==> src/design/ahsl_pkg.sv <==
// ----------------------------------------------------------------------------
// ahsl_pkg
// Types and constants shared by the averaged hysteresis sensor LED block.
// ----------------------------------------------------------------------------
`default_nettype none

package ahsl_pkg;

   localparam int SAMPLE_W    = 10;
   localparam int SUM_W       = 13;
   localparam int COUNT_W     = 3;
   localparam int CSR_INDEX_W = 3;

   // group queue between accumulator and evaluator
   localparam int QUEUE_DEPTH = 4;
   localparam int QUEUE_PTR_W = 2;

   // exact reciprocal division of a group sum: floor(sum * RECIP / 2**DIV_SHIFT)
   localparam int DIV_SHIFT = 20;
   localparam int RECIP_W   = 21;
   localparam int PROD_W    = SUM_W + RECIP_W;

   // light compare width: 11 * 1023 fits in 14 bits
   localparam int SCALED_W = 14;

   localparam logic [SAMPLE_W-1:0] TEMP_ON_RESET       = 10'd226;
   localparam logic [SAMPLE_W-1:0] TEMP_OFF_RESET      = 10'd220;
   localparam logic [SAMPLE_W-1:0] TOUCH_PRESS_RESET   = 10'd300;
   localparam logic [SAMPLE_W-1:0] TOUCH_RELEASE_RESET = 10'd1012;
   localparam logic [SAMPLE_W-1:0] TOUCH_DEAD_RESET    = 10'd700;

   typedef enum logic [CSR_INDEX_W-1:0] {
      CSR_TEMP_ON_LEVEL       = 3'd0,
      CSR_TEMP_OFF_LEVEL      = 3'd1,
      CSR_TOUCH_PRESS_LEVEL   = 3'd2,
      CSR_TOUCH_RELEASE_LEVEL = 3'd3,
      CSR_TOUCH_DEAD_LOW      = 3'd4
   } csr_index_type;

   typedef struct packed {
      logic [SAMPLE_W-1:0] light_sample;
      logic [SAMPLE_W-1:0] touch_sample;
      logic [SAMPLE_W-1:0] temp_sample;
   } req_type;

   typedef struct packed {
      logic                light_led;
      logic                temp_led;
      logic                touch_led;
      logic [SAMPLE_W-1:0] light_avg;
      logic [SAMPLE_W-1:0] touch_avg;
      logic [SAMPLE_W-1:0] temp_avg;
   } rsp_type;

   typedef struct packed {
      logic [SUM_W-1:0] light_sum;
      logic [SUM_W-1:0] touch_sum;
      logic [SUM_W-1:0] temp_sum;
   } sums_type;

   typedef struct packed {
      logic [SAMPLE_W-1:0] light_avg;
      logic [SAMPLE_W-1:0] touch_avg;
      logic [SAMPLE_W-1:0] temp_avg;
   } avgs_type;

   typedef struct packed {
      logic [SAMPLE_W-1:0] temp_on_level;
      logic [SAMPLE_W-1:0] temp_off_level;
      logic [SAMPLE_W-1:0] touch_press_level;
      logic [SAMPLE_W-1:0] touch_release_level;
      logic [SAMPLE_W-1:0] touch_dead_low;
   } cfg_type;

endpackage

`default_nettype wire

==> src/design/averaged_hysteresis_sensor_leds.sv <==
// ----------------------------------------------------------------------------
// averaged_hysteresis_sensor_leds
// Group averaging of light, touch and temperature samples driving three
// LEDs through hysteresis comparators.
//
// req_*: one sample set per transfer, taken every cycle while req_ready is
//    high; req_ready drops only when the four-entry group queue is full.
// rsp_*: one result per finished group of SAMPLES_PER_AVG sets, except the
//    first group after reset, which only sets the light baseline.
// csr_*: register writes (temperature and touch levels), always ready.
// Throughput: one sample set per cycle while req_ready is high; the
//    reciprocal divider and the comparator stage each take one group per
//    cycle while the receiver does not stall. A group's sums pass the queue,
//    the divide stage register and the output register, in that order.
// Receiver stall: the result holds in the output register; the divide stage
//    holds one more group, the queue keeps absorbing groups and req_ready
//    falls only once the queue fills.
// Reset: sums, count, baseline, LED states, toggle arm and queue clear; the
//    level registers return to 226, 220, 300, 1012 and 700.
// ----------------------------------------------------------------------------
`default_nettype none

module averaged_hysteresis_sensor_leds #(
   parameter int SAMPLES_PER_AVG = 5
) (
   input  wire logic                                 clock,
   input  wire logic                                 reset,
   input  wire logic                                 req_valid,
   output logic                                      req_ready,
   input  wire ahsl_pkg::req_type                    req_data,
   output logic                                      rsp_valid,
   input  wire logic                                 rsp_ready,
   output ahsl_pkg::rsp_type                         rsp_data,
   input  wire logic                                 csr_valid,
   output logic                                      csr_ready,
   input  wire logic [ahsl_pkg::CSR_INDEX_W-1:0]     csr_index,
   input  wire logic [ahsl_pkg::SAMPLE_W-1:0]        csr_wdata
);

   ahsl_pkg::cfg_type       cfg_ff, cfg_in;
   ahsl_pkg::sums_type      queue_wdata, queue_rdata;
   logic                    queue_push, queue_pop, queue_valid, queue_full;

   assign csr_ready = 1'b1;

   always_comb begin
      cfg_in = cfg_ff;
      if (csr_valid && csr_ready) begin
         unique case (ahsl_pkg::csr_index_type'(csr_index))
            ahsl_pkg::CSR_TEMP_ON_LEVEL:       cfg_in.temp_on_level       = csr_wdata;
            ahsl_pkg::CSR_TEMP_OFF_LEVEL:      cfg_in.temp_off_level      = csr_wdata;
            ahsl_pkg::CSR_TOUCH_PRESS_LEVEL:   cfg_in.touch_press_level   = csr_wdata;
            ahsl_pkg::CSR_TOUCH_RELEASE_LEVEL: cfg_in.touch_release_level = csr_wdata;
            ahsl_pkg::CSR_TOUCH_DEAD_LOW:      cfg_in.touch_dead_low      = csr_wdata;
            default: begin
               // drop writes to unmapped indexes
               cfg_in = cfg_ff;
            end
         endcase
      end
   end

   always_ff @(posedge clock) begin
      if (reset) begin
         cfg_ff.temp_on_level       <= ahsl_pkg::TEMP_ON_RESET;
         cfg_ff.temp_off_level      <= ahsl_pkg::TEMP_OFF_RESET;
         cfg_ff.touch_press_level   <= ahsl_pkg::TOUCH_PRESS_RESET;
         cfg_ff.touch_release_level <= ahsl_pkg::TOUCH_RELEASE_RESET;
         cfg_ff.touch_dead_low      <= ahsl_pkg::TOUCH_DEAD_RESET;
      end else begin
         cfg_ff <= cfg_in;
      end
   end

   ahsl_front #(
      .SAMPLES_PER_AVG (SAMPLES_PER_AVG)
   ) u_front (
      .clock       (clock),
      .reset       (reset),
      .req_valid   (req_valid),
      .req_ready   (req_ready),
      .req_data    (req_data),
      .queue_full  (queue_full),
      .queue_push  (queue_push),
      .queue_wdata (queue_wdata)
   );

   ahsl_queue u_queue (
      .clock  (clock),
      .reset  (reset),
      .push   (queue_push),
      .wdata  (queue_wdata),
      .full   (queue_full),
      .pop    (queue_pop),
      .rvalid (queue_valid),
      .rdata  (queue_rdata)
   );

   ahsl_back #(
      .SAMPLES_PER_AVG (SAMPLES_PER_AVG)
   ) u_back (
      .clock       (clock),
      .reset       (reset),
      .cfg         (cfg_ff),
      .queue_valid (queue_valid),
      .queue_rdata (queue_rdata),
      .queue_pop   (queue_pop),
      .rsp_valid   (rsp_valid),
      .rsp_ready   (rsp_ready),
      .rsp_data    (rsp_data)
   );

endmodule

`default_nettype wire

==> src/design/ahsl_front.sv <==
// ----------------------------------------------------------------------------
// ahsl_front
// Accepts sample sets, sums each channel and pushes the sums of every
// finished group into the group queue.
// ----------------------------------------------------------------------------
`default_nettype none

module ahsl_front #(
   parameter int SAMPLES_PER_AVG = 5
) (
   input  wire logic               clock,
   input  wire logic               reset,
   input  wire logic               req_valid,
   output logic                    req_ready,
   input  wire ahsl_pkg::req_type  req_data,
   input  wire logic               queue_full,
   output logic                    queue_push,
   output ahsl_pkg::sums_type      queue_wdata
);

   localparam logic [ahsl_pkg::COUNT_W-1:0] GROUP_END =
      ahsl_pkg::COUNT_W'(SAMPLES_PER_AVG);

   ahsl_pkg::sums_type                 sums_ff, sums_in, sums_next;
   logic [ahsl_pkg::COUNT_W-1:0]       count_ff, count_in, count_next;
   logic                               accept, group_done;

   always_comb begin
      accept    = req_valid && req_ready;
      sums_next.light_sum = sums_ff.light_sum
                          + ahsl_pkg::SUM_W'(req_data.light_sample);
      sums_next.touch_sum = sums_ff.touch_sum
                          + ahsl_pkg::SUM_W'(req_data.touch_sample);
      sums_next.temp_sum  = sums_ff.temp_sum
                          + ahsl_pkg::SUM_W'(req_data.temp_sample);
      count_next = count_ff + 1'b1;
      group_done = (count_next == GROUP_END);

      sums_in  = sums_ff;
      count_in = count_ff;
      if (accept) begin
         // restart the sums once the group is handed off
         sums_in  = group_done ? '0 : sums_next;
         count_in = group_done ? '0 : count_next;
      end
   end

   assign req_ready   = !queue_full;
   assign queue_push  = accept && group_done;
   assign queue_wdata = sums_next;

   always_ff @(posedge clock) begin
      if (reset) begin
         sums_ff  <= '0;
         count_ff <= '0;
      end else begin
         sums_ff  <= sums_in;
         count_ff <= count_in;
      end
   end

endmodule

`default_nettype wire

==> src/design/ahsl_queue.sv <==
// ----------------------------------------------------------------------------
// ahsl_queue
// Short queue of finished group sums between accumulator and evaluator.
// ----------------------------------------------------------------------------
`default_nettype none

module ahsl_queue (
   input  wire logic                  clock,
   input  wire logic                  reset,
   input  wire logic                  push,
   input  wire ahsl_pkg::sums_type    wdata,
   output logic                       full,
   input  wire logic                  pop,
   output logic                       rvalid,
   output ahsl_pkg::sums_type         rdata
);

   localparam logic [ahsl_pkg::QUEUE_PTR_W:0] DEPTH =
      (ahsl_pkg::QUEUE_PTR_W + 1)'(ahsl_pkg::QUEUE_DEPTH);

   ahsl_pkg::sums_type                  mem [ahsl_pkg::QUEUE_DEPTH];
   logic [ahsl_pkg::QUEUE_PTR_W-1:0]    wr_ptr_ff, wr_ptr_in;
   logic [ahsl_pkg::QUEUE_PTR_W-1:0]    rd_ptr_ff, rd_ptr_in;
   logic [ahsl_pkg::QUEUE_PTR_W:0]      fill_ff, fill_in;
   logic                                do_push, do_pop;

   always_comb begin
      do_push   = push && (fill_ff != DEPTH);
      do_pop    = pop && (fill_ff != '0);
      wr_ptr_in = do_push ? wr_ptr_ff + 1'b1 : wr_ptr_ff;
      rd_ptr_in = do_pop ? rd_ptr_ff + 1'b1 : rd_ptr_ff;
      fill_in   = fill_ff;
      if (do_push && !do_pop) begin
         fill_in = fill_ff + 1'b1;
      end else if (do_pop && !do_push) begin
         fill_in = fill_ff - 1'b1;
      end
   end

   assign full   = (fill_ff == DEPTH);
   assign rvalid = (fill_ff != '0);
   assign rdata  = mem[rd_ptr_ff];

   always_ff @(posedge clock) begin
      if (do_push) begin
         mem[wr_ptr_ff] <= wdata;
      end
   end

   always_ff @(posedge clock) begin
      if (reset) begin
         wr_ptr_ff <= '0;
         rd_ptr_ff <= '0;
         fill_ff   <= '0;
      end else begin
         wr_ptr_ff <= wr_ptr_in;
         rd_ptr_ff <= rd_ptr_in;
         fill_ff   <= fill_in;
      end
   end

endmodule

`default_nettype wire

==> src/design/ahsl_back.sv <==
// ----------------------------------------------------------------------------
// ahsl_back
// Takes finished group sums, divides them into averages, applies the
// baseline and hysteresis rules and holds the result for the receiver.
// ----------------------------------------------------------------------------
`default_nettype none

module ahsl_back #(
   parameter int SAMPLES_PER_AVG = 5
) (
   input  wire logic                clock,
   input  wire logic                reset,
   input  wire ahsl_pkg::cfg_type   cfg,
   input  wire logic                queue_valid,
   input  wire ahsl_pkg::sums_type  queue_rdata,
   output logic                     queue_pop,
   output logic                     rsp_valid,
   input  wire logic                rsp_ready,
   output ahsl_pkg::rsp_type        rsp_data
);

   localparam logic [ahsl_pkg::RECIP_W-1:0] RECIP = ahsl_pkg::RECIP_W'(
      ((1 << ahsl_pkg::DIV_SHIFT) + SAMPLES_PER_AVG - 1) / SAMPLES_PER_AVG);

   localparam int SW = ahsl_pkg::SCALED_W;

   // stage 1: averages
   logic                                s1_valid_ff, s1_valid_in;
   ahsl_pkg::avgs_type                  s1_avg_ff, s1_avg_in;
   logic [ahsl_pkg::PROD_W-1:0]         light_prod, touch_prod, temp_prod;

   // LED state
   logic                                base_taken_ff, base_taken_in;
   logic [ahsl_pkg::SAMPLE_W-1:0]       base_ff, base_in;
   logic                                light_on_ff, light_on_in;
   logic                                temp_on_ff, temp_on_in;
   logic                                touch_on_ff, touch_on_in;
   logic                                armed_ff, armed_in;

   // output register
   logic                                rsp_valid_ff, rsp_valid_in;
   ahsl_pkg::rsp_type                   rsp_ff, rsp_in;

   logic                                s1_retire, emit;
   logic [SW-1:0]                       light_scaled, base_hi, base_lo;
   logic                                light_set, light_clr, temp_set, temp_clr;
   logic                                touch_dead, touch_release, touch_press;
   logic                                armed_mid;

   always_comb begin
      light_prod = ahsl_pkg::PROD_W'(queue_rdata.light_sum) * ahsl_pkg::PROD_W'(RECIP);
      touch_prod = ahsl_pkg::PROD_W'(queue_rdata.touch_sum) * ahsl_pkg::PROD_W'(RECIP);
      temp_prod  = ahsl_pkg::PROD_W'(queue_rdata.temp_sum) * ahsl_pkg::PROD_W'(RECIP);
      s1_avg_in.light_avg = light_prod[ahsl_pkg::DIV_SHIFT +: ahsl_pkg::SAMPLE_W];
      s1_avg_in.touch_avg = touch_prod[ahsl_pkg::DIV_SHIFT +: ahsl_pkg::SAMPLE_W];
      s1_avg_in.temp_avg  = temp_prod[ahsl_pkg::DIV_SHIFT +: ahsl_pkg::SAMPLE_W];
   end

   always_comb begin
      // a baseline group never needs the output register
      s1_retire = s1_valid_ff && (!base_taken_ff || !rsp_valid_ff || rsp_ready);
      emit      = s1_retire && base_taken_ff;
      queue_pop = queue_valid && (!s1_valid_ff || s1_retire);

      if (queue_pop) begin
         s1_valid_in = 1'b1;
      end else if (s1_retire) begin
         s1_valid_in = 1'b0;
      end else begin
         s1_valid_in = s1_valid_ff;
      end

      // light: 10*avg against 11*base and 9*base
      light_scaled = (SW'(s1_avg_ff.light_avg) << 3) + (SW'(s1_avg_ff.light_avg) << 1);
      base_hi      = (SW'(base_ff) << 3) + (SW'(base_ff) << 1) + SW'(base_ff);
      base_lo      = (SW'(base_ff) << 3) + SW'(base_ff);
      light_set    = (light_scaled >= base_hi);
      light_clr    = (light_scaled <= base_lo);

      temp_set = (s1_avg_ff.temp_avg >= cfg.temp_on_level);
      temp_clr = (s1_avg_ff.temp_avg <= cfg.temp_off_level);

      touch_dead    = (s1_avg_ff.touch_avg > cfg.touch_dead_low)
                   && (s1_avg_ff.touch_avg < cfg.touch_release_level);
      touch_release = (s1_avg_ff.touch_avg >= cfg.touch_release_level);
      touch_press   = (s1_avg_ff.touch_avg <= cfg.touch_press_level);
      armed_mid     = armed_ff || touch_release;

      base_taken_in = base_taken_ff;
      base_in       = base_ff;
      light_on_in   = light_on_ff;
      temp_on_in    = temp_on_ff;
      touch_on_in   = touch_on_ff;
      armed_in      = armed_ff;

      if (s1_retire && !base_taken_ff) begin
         base_taken_in = 1'b1;
         base_in       = s1_avg_ff.light_avg;
      end

      if (emit) begin
         // off wins where both thresholds hold
         light_on_in = light_clr ? 1'b0 : (light_set ? 1'b1 : light_on_ff);
         temp_on_in  = temp_clr ? 1'b0 : (temp_set ? 1'b1 : temp_on_ff);
         if (!touch_dead) begin
            armed_in = armed_mid;
            if (touch_press && armed_mid) begin
               armed_in    = 1'b0;
               touch_on_in = !touch_on_ff;
            end
         end
      end

      rsp_in.light_led = light_on_in;
      rsp_in.temp_led  = temp_on_in;
      rsp_in.touch_led = touch_on_in;
      rsp_in.light_avg = s1_avg_ff.light_avg;
      rsp_in.touch_avg = s1_avg_ff.touch_avg;
      rsp_in.temp_avg  = s1_avg_ff.temp_avg;

      if (emit) begin
         rsp_valid_in = 1'b1;
      end else if (rsp_ready) begin
         rsp_valid_in = 1'b0;
      end else begin
         rsp_valid_in = rsp_valid_ff;
      end
   end

   assign rsp_valid = rsp_valid_ff;
   assign rsp_data  = rsp_ff;

   always_ff @(posedge clock) begin
      if (queue_pop) begin
         s1_avg_ff <= s1_avg_in;
      end
      if (emit) begin
         rsp_ff <= rsp_in;
      end
   end

   always_ff @(posedge clock) begin
      if (reset) begin
         s1_valid_ff   <= 1'b0;
         rsp_valid_ff  <= 1'b0;
         base_taken_ff <= 1'b0;
         base_ff       <= '0;
         light_on_ff   <= 1'b0;
         temp_on_ff    <= 1'b0;
         touch_on_ff   <= 1'b0;
         armed_ff      <= 1'b0;
      end else begin
         s1_valid_ff   <= s1_valid_in;
         rsp_valid_ff  <= rsp_valid_in;
         base_taken_ff <= base_taken_in;
         base_ff       <= base_in;
         light_on_ff   <= light_on_in;
         temp_on_ff    <= temp_on_in;
         touch_on_ff   <= touch_on_in;
         armed_ff      <= armed_in;
      end
   end

endmodule

`default_nettype wire
==> config.mk <==
export PLATFORM = sky130hd
export DESIGN_NAME = averaged_hysteresis_sensor_leds
export DESIGN_NICKNAME = d
export VERILOG_FILES = /design/src/design/ahsl_pkg.sv /design/src/design/averaged_hysteresis_sensor_leds.sv /design/src/design/ahsl_front.sv /design/src/design/ahsl_queue.sv /design/src/design/ahsl_back.sv
export SDC_FILE = /design/constraint.sdc
export NUM_CORES = 1
export LEC_CHECK = 0
export ABC_AREA = 1
export BUFFER_PORTS_ARGS = -buffer_cell sky130_fd_sc_hd__buf_2
export CORE_ASPECT_RATIO = 0.75
export CORE_UTILIZATION = 45
export DETAILED_ROUTE_END_ITERATION = 8
export GPL_TIMING_DRIVEN = 0
export PLACE_DENSITY_LB_ADDON = 0.08
export RECOVER_POWER = 25
export SLEW_MARGIN = 5
export SYNTH_ARGS = -nofsm -noshare
export SYNTH_HDL_FRONTEND = slang
export SYNTH_HIERARCHICAL = 1
export SYNTH_SLANG_ARGS = --single-unit
==> constraint.sdc <==
create_clock -name clock -period 7.8 [get_ports clock]
set_input_delay 0.39 -clock clock [delete_from_list [all_inputs] [get_ports clock]]
set_output_delay 0.39 -clock clock [all_outputs]
set_load 0.005 [all_outputs]
==> impl_metrics.ini, run 1 <==
[yosys]
synth_top_area_frac = 0.240
yosys.area.top_type = edfxtp_1
ys_warn_count = 6
synth_area_mm2 = 0.0274
seq_area_frac_synth = 0.326
synth.area.top_cells = edfxtp_1, ha_1, fa_1
synth_cell_types = 53
synth_edf_count = 219
async_reset_ff_frac = 0
synth.avg_cell_area_um2 = 8.53
syn_nets = 3795
synthesis.instances = 3211
synth-seq-cells = 337
synthFlopType = edfxtp_1

[sta]
rsz0062_at_grt = false
period_minus_slack_ns = 6.00
timing.final.crit_share = 0.770
hold_violations = 0
finalSetupViolCount = 0
max_freq_mhz = 167
relSlewSlack = -0.0283
tightest_slew_ns = 1.54
fin_setup_tns_ns = 0
slew_violations = 18
clock_skew_ns = 0.0164

[floorplanning]
num_rows = 77
fp.coreArea_mm2 = 0.0595
die-area_mm2 = 0.0619
initial_core_util = 0.460
die_x_um = 287
ios = 84
die_y_um = 216

[clocking]
numCtsBuffers = 39
path_clk_slew_ns = 0.06
ctsResizeCount = 0
root_buffer = clkbuf_16
cts.sink_count = 337
post-cts-setup-buffers = 0
worstSkewPairLatency_ns = 0.56
htreeDepth = 2
hold_buffers = 0
cts_buffer_depth = 3
cts_tree = done

[route]
drc_errors = 0
ant_nets = 0
via_count = 21000
drt_wl_total_um = 65900
first_pass_iters = 6
drt_iter0_drc = 1105
wl_per_cell_um = 15.8
viasPerCell = 5.04

[global_route]
grtUsageMet3 = 0.0247
grt_max_degree = 34
grt_util_all_layers = 0.218
grt_pass1_vias = 20900
grt_util_met2 = 0.336
grt_use_met1 = 0.329
grt.busiest_layer = met2
grt_overflow = 0
antenna_found_initial = 0
grt_first_pass_wirelength_um = 108000

[placed_design]
portBuffers = 82
gp_congestion = 0.895
hpwl_um = 53400

[min_path]
hp-class = in2reg

[layout]
drive_gt1_frac = 0.0704
final_nets = 3923
diodes = 0
syn2layout_area_growth_pct = 10.4

[setup_path]
crit_arrival_ns = 6.30
critPathMaxFanout = 10
crit_type = reg2reg
end_kind = flop
cp-start-kind = flop
critical_path_required_ns = 8.10

[run]
maxCapViolations = 1

[run_status]
violations = max-capacitance violations, max-slew violations
status = finished, violations left
-- routing by layer --
metal | part of all wire | up-vias
met5 | 0 | -
met1 | 0.52 | 9940
met4 | 0.012 | 0
li1 | - | 10600
met3 | 0.037 | 57
met2 | 0.43 | 331
-- synthesized netlist by cell type (29+ instances only) --
master	instances
nand2_1	614
xor2_1	48
fa_1	159
dfxtp_1	118
o21ai_0	130
edfxtp_1	219
nand4_1	29
o22ai_1	39
ha_1	377
a21oi_1	161
inv_1	628
nor2_1	282
nand3_1	152
-- through the flow --
step | cells | setup slack [ns] | utilization | hold slack (ns) | instance area [µm²]
after global placement | 4083 | 1.83 | 0.484 | 0.444 | 28800
after CTS | 4158 | 1.82 | 0.508 | 0.0414 | 30300
after floorplan | 3211 | 2.86 | - | 0.426 | 27400
after global routing | 4158 | 1.39 | 0.508 | 0.0522 | 30200
after detailed placement | 4088 | 1.86 | 0.486 | 0.446 | 28900
final | 4158 | 1.80 | 0.508 | 0.0716 | 30200
-- cells by family (layout without fill, tap and decap cells) --
| family | after synthesis | count (layout) | synth area share |
|---|---|---|---|
| simple gates | 1173 | 1173 | 0.182 |
| buf+inv | 688 | 845 | 0.0978 |
| fa+ha+maj | 536 | 536 | 0.288 |
| compound gates | 408 | 408 | 0.0827 |
| flops | 337 | 337 | 0.326 |
| xor+xnor | 68 | 68 | 0.0226 |
| other cells | 1 | 1 | 0.000137 |
-- path summary, 6_finish.rpt --
path	start	end	slack (ns)	depth (start not counted)
worst max-delay path	flop	u_back/rsp_in[16]	1.80	20
worst min-delay path	csr_wdata[1]	cfg_ff[41]	0.07	3
worst max register to register	flop	u_back/rsp_in[16]	1.80	20
worst min register to register	cfg_ff[12]	cfg_ff[12]	0.46	2
-- area by class of cell --
type / instances / area, µm²
Multi-Input combinational cell: 2186 / 15800
Tap cell: 790 / 988
Clock buffer: 45 / 1010
Sequential cell: 337 / 8940
Fill cell: 5753 / 29300
Clock inverter: 25 / 314
Timing Repair Buffer: 87 / 513
Inverter: 640 / 2400
Buffer: 48 / 275
-- worst max-delay path, stage by stage (launching register included) --
cell and delay, ns:
dfxtp_1 0.48, clkbuf_1 0.43, o21ai_0 0.17, o22ai_1 0.50, inv_1 0.10, ha_1 0.30
inv_1 0.07, fa_1 0.60, inv_1 0.10, fa_1 0.50, inv_1 0.05, fa_1 0.50
inv_1 0.05, fa_1 0.52, inv_1 0.04, ha_1 0.36, nand2_1 0.18, o21ai_0 0.18
a211oi_1 0.28, nand3_1 0.16, xor2_1 0.17
-- registers in the layout (all words and copies together), names as in the netlist, 2 cells and up, named ones only --
register,count
u_queue/wr_ptr_ff,2
u_front/count_ff,3
cfg_ff,50
u_queue/fill_ff,3
u_front/sums_ff,39
u_queue/rd_ptr_ff,2
u_back/base_ff,10
u_back/rsp_in,30
u_back/rsp_data,33
u_queue/mem,156
-- placed cells by master, fill, tap and decap left out, types with 5 or more instances in the layout --
master and count:
nand3b_1 5, o21ai_2 5, nand3_2 5, nor4_1 6
buf_6 7, ha_1 377, inv_1 626, bufinv_16 7
a21o_1 13, nor2_2 10, a21oi_1 161, buf_2 79
xnor2_1 17, clkbuf_16 39, clkinv_1 10, nor3_1 23
xor2_1 48, a21oi_2 5, o21ai_1 19, nand3_1 152
dfxtp_1 118, clkbuf_1 40, nand4_1 29, o21bai_1 7
nor2_4 12, edfxtp_1 219, and2_1 14, nor2_1 278
nand2_1 614, o22ai_1 39, o21ai_0 130, fa_1 159
inv_2 13, nand2_2 13
Power of run 1 is left out: the tool's default activity adds up to more than one toggle a clock period on the data nets, which glitch-free logic cannot reach.
==> inputs of run 2 (changes only) <==
==> constraint.sdc (replaced) <==
create_clock -name clock -period 5.8 [get_ports clock]
set_input_delay 0.29 -clock clock [delete_from_list [all_inputs] [get_ports clock]]
set_output_delay 0.29 -clock clock [all_outputs]
set_load 0.005 [all_outputs]
==> run 2 against run 1 <==
Net effect: the run still ends with max-capacitance violations, max-slew violations left; clock skew shrank 0.0024 ns; flip-flop and latch count is the same; first-iteration DRC count shrank 2.6%; count of clock-buffer cells in the layout did not move; sequential share of layout area decreased by 0.21 points; critical endpoint unchanged.
==> impl_metrics.ini, run 2 (same netlist as run 1, synthesis figures left out) <==
[run_status]
status = finished, violations left
violations = max-capacitance violations, max-slew violations

[setup_path]
end_kind = flop
cpMaxStageDelayCell = fa_1
path_cells = buf_6 > inv_4 > buf_2 > o21ai_0 > o22ai_2 > inv_1 > ha_1 > inv_1 > fa_1 > inv_1 > fa_1 > inv_1 > fa_1 > inv_1 > fa_1 > inv_1 > ha_1 > nand2_1 > o21ai_0 > a211oi_1 > nand3_1 > xor2_1
crit_type = reg2reg
crit_arrival_ns = 5.88
critPathMaxFanout = 10
cp-start-kind = flop
slowest_delay_ns = 0.60
critical_path_required_ns = 6.10
cp_common_cell = inv_1

[global_route]
grt.busiest_layer = met2
grt_overflow = 0
grtUsageMet3 = 0.0247
antenna_found_initial = 0
grt_pass1_vias = 20900
grt_util_met2 = 0.336
grt_first_pass_wirelength_um = 108000
grt_max_degree = 34
grt_use_met1 = 0.330
grt_util_all_layers = 0.218

[route]
wl_per_cell_um = 15.9
drt_iter0_drc = 1076
viasPerCell = 5.05
first_pass_iters = 5
ant_nets = 0
drc_errors = 0
drt_wl_total_um = 66200
via_count = 21100

[min_path]
hp-class = in2reg

[clocking]
htreeDepth = 2
numCtsBuffers = 39
cts_buffer_depth = 3
path_clk_slew_ns = 0.06
worstSkewPairLatency_ns = 0.55
root_buffer = clkbuf_16
cts_tree = done
cts.sink_count = 337

[floorplanning]
fp.coreArea_mm2 = 0.0595
die_x_um = 287
ios = 84
num_rows = 77
initial_core_util = 0.460
die_y_um = 216
die-area_mm2 = 0.0619

[layout]
fin_cells = 4166
reg_top3 = u_queue/mem: 156 flops, cfg_ff: 50 flops, u_front/sums_ff: 39 flops
diodes = 0
final_nets = 3931
drive_gt1_frac = 0.0806
largest_register_ffs = 156
fillers = 5735
layout_common_cells = inv_1, nand2_1, ha_1, nor2_1, edfxtp_1
largest_register = u_queue/mem
syn2layout_area_growth_pct = 11.2
layout_commonest_cell = inv_1

[placed_design]
gp_congestion = 0.895
place_ws_ns = -0.143
hpwl_um = 53400
portBuffers = 82
post-place-cells = 4088

[sta]
worst_slack_ns = 0.220
finalSetupViolCount = 0
slew_violations = 18
fin_setup_tns_ns = 0
max_freq_mhz = 179
relSlewSlack = -0.0234
holdWs_ns = 0.0334
tightest_slew_ns = 1.54
hold_violations = 0
period_minus_slack_ns = 5.58
clock_skew_ns = 0.0140
timing.final.crit_share = 0.962

[run]
maxCapViolations = 1
-- run 2: changes by cell type in the layout (fill, tap and decap cells not counted), moves of 4 or more --
cell,previous run,this run
buf_4,4,9
clkbuf_1,40,36
o22ai_1,39,20
o22ai_2,0,18
-- run 2: metrics by stage --
| stage | instance area, µm² | util |
|---|---|---|
| final | 30500 | 0.512 |
| after global routing | 30500 | 0.512 |
| after CTS | 30300 | 0.509 |
| after detailed placement | 28900 | 0.486 |
| after global placement | 28800 | 0.484 |
| after floorplan | 27400 | - |
-- run 2: repair_timing --
action                                 CTS  global route
cloned                                   0             0
endpoints found under the hold margin    4             0
pin swaps                                0             3
gates resized for setup                  8            30
hold buffers                             3             0
buffers inserted                         0             5
setup endpoints to repair               19            30
-- run 2: worst paths after layout --
| check | start | end | slack [ns] | depth (start not counted) |
|---|---|---|---|---|
| setup / recovery | flop | u_back/rsp_in[16] | 0.22 | 22 |
| hold / removal | csr_wdata[8] | cfg_ff[28] | 0.03 | 3 |
| setup reg to reg | flop | u_back/rsp_in[16] | 0.22 | 22 |
| hold reg to reg | cfg_ff[12] | cfg_ff[12] | 0.46 | 2 |
-- run 2: cell type report --
type	instances	area, µm²	share of cell area
plain buffers	48	288	0.00944
well taps	790	988	0.0324
inverters	640	2400	0.0789
repair buffers	95	581	0.0191
clock inverters	25	314	0.0103
clock buffers	45	1010	0.0331
multi-input cells	2186	15900	0.523
flip-flops and latches	337	8940	0.293
-- run 2: critical path, delay by kind of cell (launching register included) --
family / cells / cell delay, ns
fa+ha+maj: 6 / 2.77
compound gates: 4 / 0.86
buf+inv: 9 / 0.84
simple gates: 2 / 0.34
flops: 1 / 0.31
xor+xnor: 1 / 0.17
-- run 2: metal layers --
| layer | vias to the layer above | wire length (µm) |
|---|---|---|
| li1 | 10700 | - |
| met1 | 10000 | 34300 |
| met2 | 345 | 28600 |
| met3 | 57 | 2520 |
| met4 | 0 | 784 |
| met5 | - | 0 |
Power of run 2 is left out for the same reason.
==> inputs of run 3 (changes only) <==
--- a/config.mk
+++ b/config.mk
@@ -6,10 +6,10 @@
 export NUM_CORES = 1
 export LEC_CHECK = 0
 export ABC_AREA = 1
-export BUFFER_PORTS_ARGS = -buffer_cell sky130_fd_sc_hd__buf_2
 export CORE_ASPECT_RATIO = 0.75
 export CORE_UTILIZATION = 45
 export DETAILED_ROUTE_END_ITERATION = 8
+export DONT_BUFFER_PORTS = 1
 export GPL_TIMING_DRIVEN = 0
 export PLACE_DENSITY_LB_ADDON = 0.08
 export RECOVER_POWER = 25
==> constraint.sdc (replaced) <==
create_clock -name clock -period 6.7 [get_ports clock]
set_input_delay 0.335 -clock clock [delete_from_list [all_inputs] [get_ports clock]]
set_output_delay 0.335 -clock clock [all_outputs]
set_load 0.005 [all_outputs]
==> run 3 against run 2 <==
Net effect: the flow now finishes without violations; worst setup slack improved by 0.38 ns; flip-flop and latch count unchanged; fmax decreased by 8.5%; first-iteration DRC count increased by 9.9%; non-clock buffer count decreased by 79; clock skew increased by 0.0078 ns; count of clock-buffer cells in the layout increased by 4; largest cell class unchanged; highest routed layer is now met5.
==> impl_metrics.ini, run 3 (same netlist as run 1, synthesis figures left out) <==
[setup_path]
end_kind = flop
critPathMaxFanout = 10
cp-start-kind = flop
path_cells = inv_2 > clkbuf_1 > o21ai_0 > o22ai_1 > inv_1 > ha_1 > inv_1 > fa_1 > inv_1 > fa_1 > inv_1 > fa_1 > inv_1 > fa_1 > inv_1 > ha_1 > nand2_1 > o21ai_0 > a211oi_1 > nand3_1 > xor2_1
slowest_delay_ns = 0.59
crit_type = reg2reg
r2r_cells = 21
cp_common_cell = inv_1
cpMaxStageDelayCell = fa_1
rrSetupSlack_ns = 0.60
crit_arrival_ns = 6.40
reg2reg_to = u_back/rsp_in[16]
critical_path_required_ns = 7.01

[sta]
timing.final.crit_share = 0.910
finalSetupViolCount = 0
slew_violations = 0
tightest_slew_ns = 0.826
hold_violations = 0
relSlewSlack = 0.450
rsz0062_at_grt = false
fin_setup_tns_ns = 0
period_minus_slack_ns = 6.10
max_freq_mhz = 164
clock_skew_ns = 0.0218

[min_path]
worstHoldStart = csr_wdata[7]
hp-class = in2reg
min_to = cfg_ff[27]
min_path_cells = 4

[route]
drt_wl_total_um = 66300
wl_per_cell_um = 16.2
drt_iter0_drc = 1183
ant_nets = 0
via_count = 20900
viasPerCell = 5.11
drc_errors = 0
first_pass_iters = 7

[layout]
layout_commonest_cell = inv_1
diodes = 0
syn2layout_area_growth_pct = 9.13
reg_top3 = u_queue/mem: 156 flops, cfg_ff: 50 flops, u_front/sums_ff: 39 flops
drive_gt1_frac = 0.0510
layout_common_cells = inv_1, nand2_1, ha_1, nor2_1, edfxtp_1
final_nets = 3851
largest_register = u_queue/mem
largest_register_ffs = 156

[clocking]
htreeDepth = 2
path_clk_slew_ns = 0.06
ctsResizeCount = 0
root_buffer = clkbuf_16
cts_buffer_depth = 3
numCtsBuffers = 38
cts.sink_count = 337
post-cts-setup-buffers = 0
cts_tree = done
worstSkewPairLatency_ns = 0.56

[global_route]
grtUsageMet3 = 0.0282
grt_first_pass_wirelength_um = 109000
antenna_found_initial = 3
grt_max_degree = 34
grt_overflow = 0
grt_use_met1 = 0.330
grt.busiest_layer = met2
grt_util_all_layers = 0.220
grt_pass1_vias = 21100
grt_util_met2 = 0.337

[run]
maxCapViolations = 0

[floorplanning]
die_x_um = 287
num_rows = 77
initial_core_util = 0.460
die-area_mm2 = 0.0619
ios = 84
fp.coreArea_mm2 = 0.0595
die_y_um = 216

[run_status]
status = completed

[placed_design]
gp_congestion = 0.897
hpwl_um = 53500
portBuffers = 0
[run 3: cell count changes in the layout (fill, tap and decap cells not counted), sizes merged]
cell / before / now
bufinv: 7 / 5
buf: 99 / 27
dlygate4sd3: 3 / 11
clkinvlp: 1 / 2
clkinv: 14 / 10
clkbuf: 86 / 75
[run 3: area by class of cell]
class,count,area [µm²]
fillers,5732,29600
multi-input cells,2186,15800
flip-flops and latches,337,8940
inverters,640,2400
clock buffers,49,1020
well taps,790,988
plain buffers,48,273
clock inverters,20,253
repair buffers,16,225
[run 3: critical path, delay by kind of cell, from the launching register on]
kind,cells,cell delay [ns]
fa+ha+maj,6,2.75
flops,1,0.40
buf+inv,8,0.99
xor+xnor,1,0.17
compound gates,4,1.19
simple gates,2,0.33
[run 3: how the worst max path moves through the flow]
stage	from	endpoint	slack, ns	cells past startpoint
after floorplan	flop	u_back/rsp_in[29]	1.76	25
after global placement	flop	u_back/rsp_in[16]	0.65	21
after detailed placement	flop	u_back/rsp_in[16]	0.62	20
after CTS	flop	u_back/rsp_in[16]	0.60	20
after global routing	flop	u_back/rsp_in[4]	0.25	20
final	flop	u_back/rsp_in[16]	0.60	21
[run 3: through the flow]
stage / utilization / setup slack, ns / hold slack, ns / area, µm² / instances
after floorplan: - / 1.76 / 0.404 / 27400 / 3211
after detailed placement: 0.479 / 0.618 / 0.415 / 28500 / 4006
after CTS: 0.502 / 0.600 / 0.00175 / 29900 / 4086
after global routing: 0.502 / 0.246 / 0.0251 / 29900 / 4086
after global placement: 0.477 / 0.648 / 0.415 / 28400 / 4001
final: 0.502 / 0.603 / 0.0280 / 29900 / 4086
[run 3: timing repair]
action | 4_1_cts | 5_1_grt
hold endpoints to repair | 42 | 0
endpoints found under the setup margin | 0 | 0
hold buffers | 11 | 0
[run 3: per-layer routing]
layer  vias to the layer above  share of wire
li1                      10500              -
met1                      9899           0.51
met2                       395           0.43
met3                        79          0.041
met4                         2          0.019
met5                         -        0.00020
Power of run 3 is left out for the same reason.
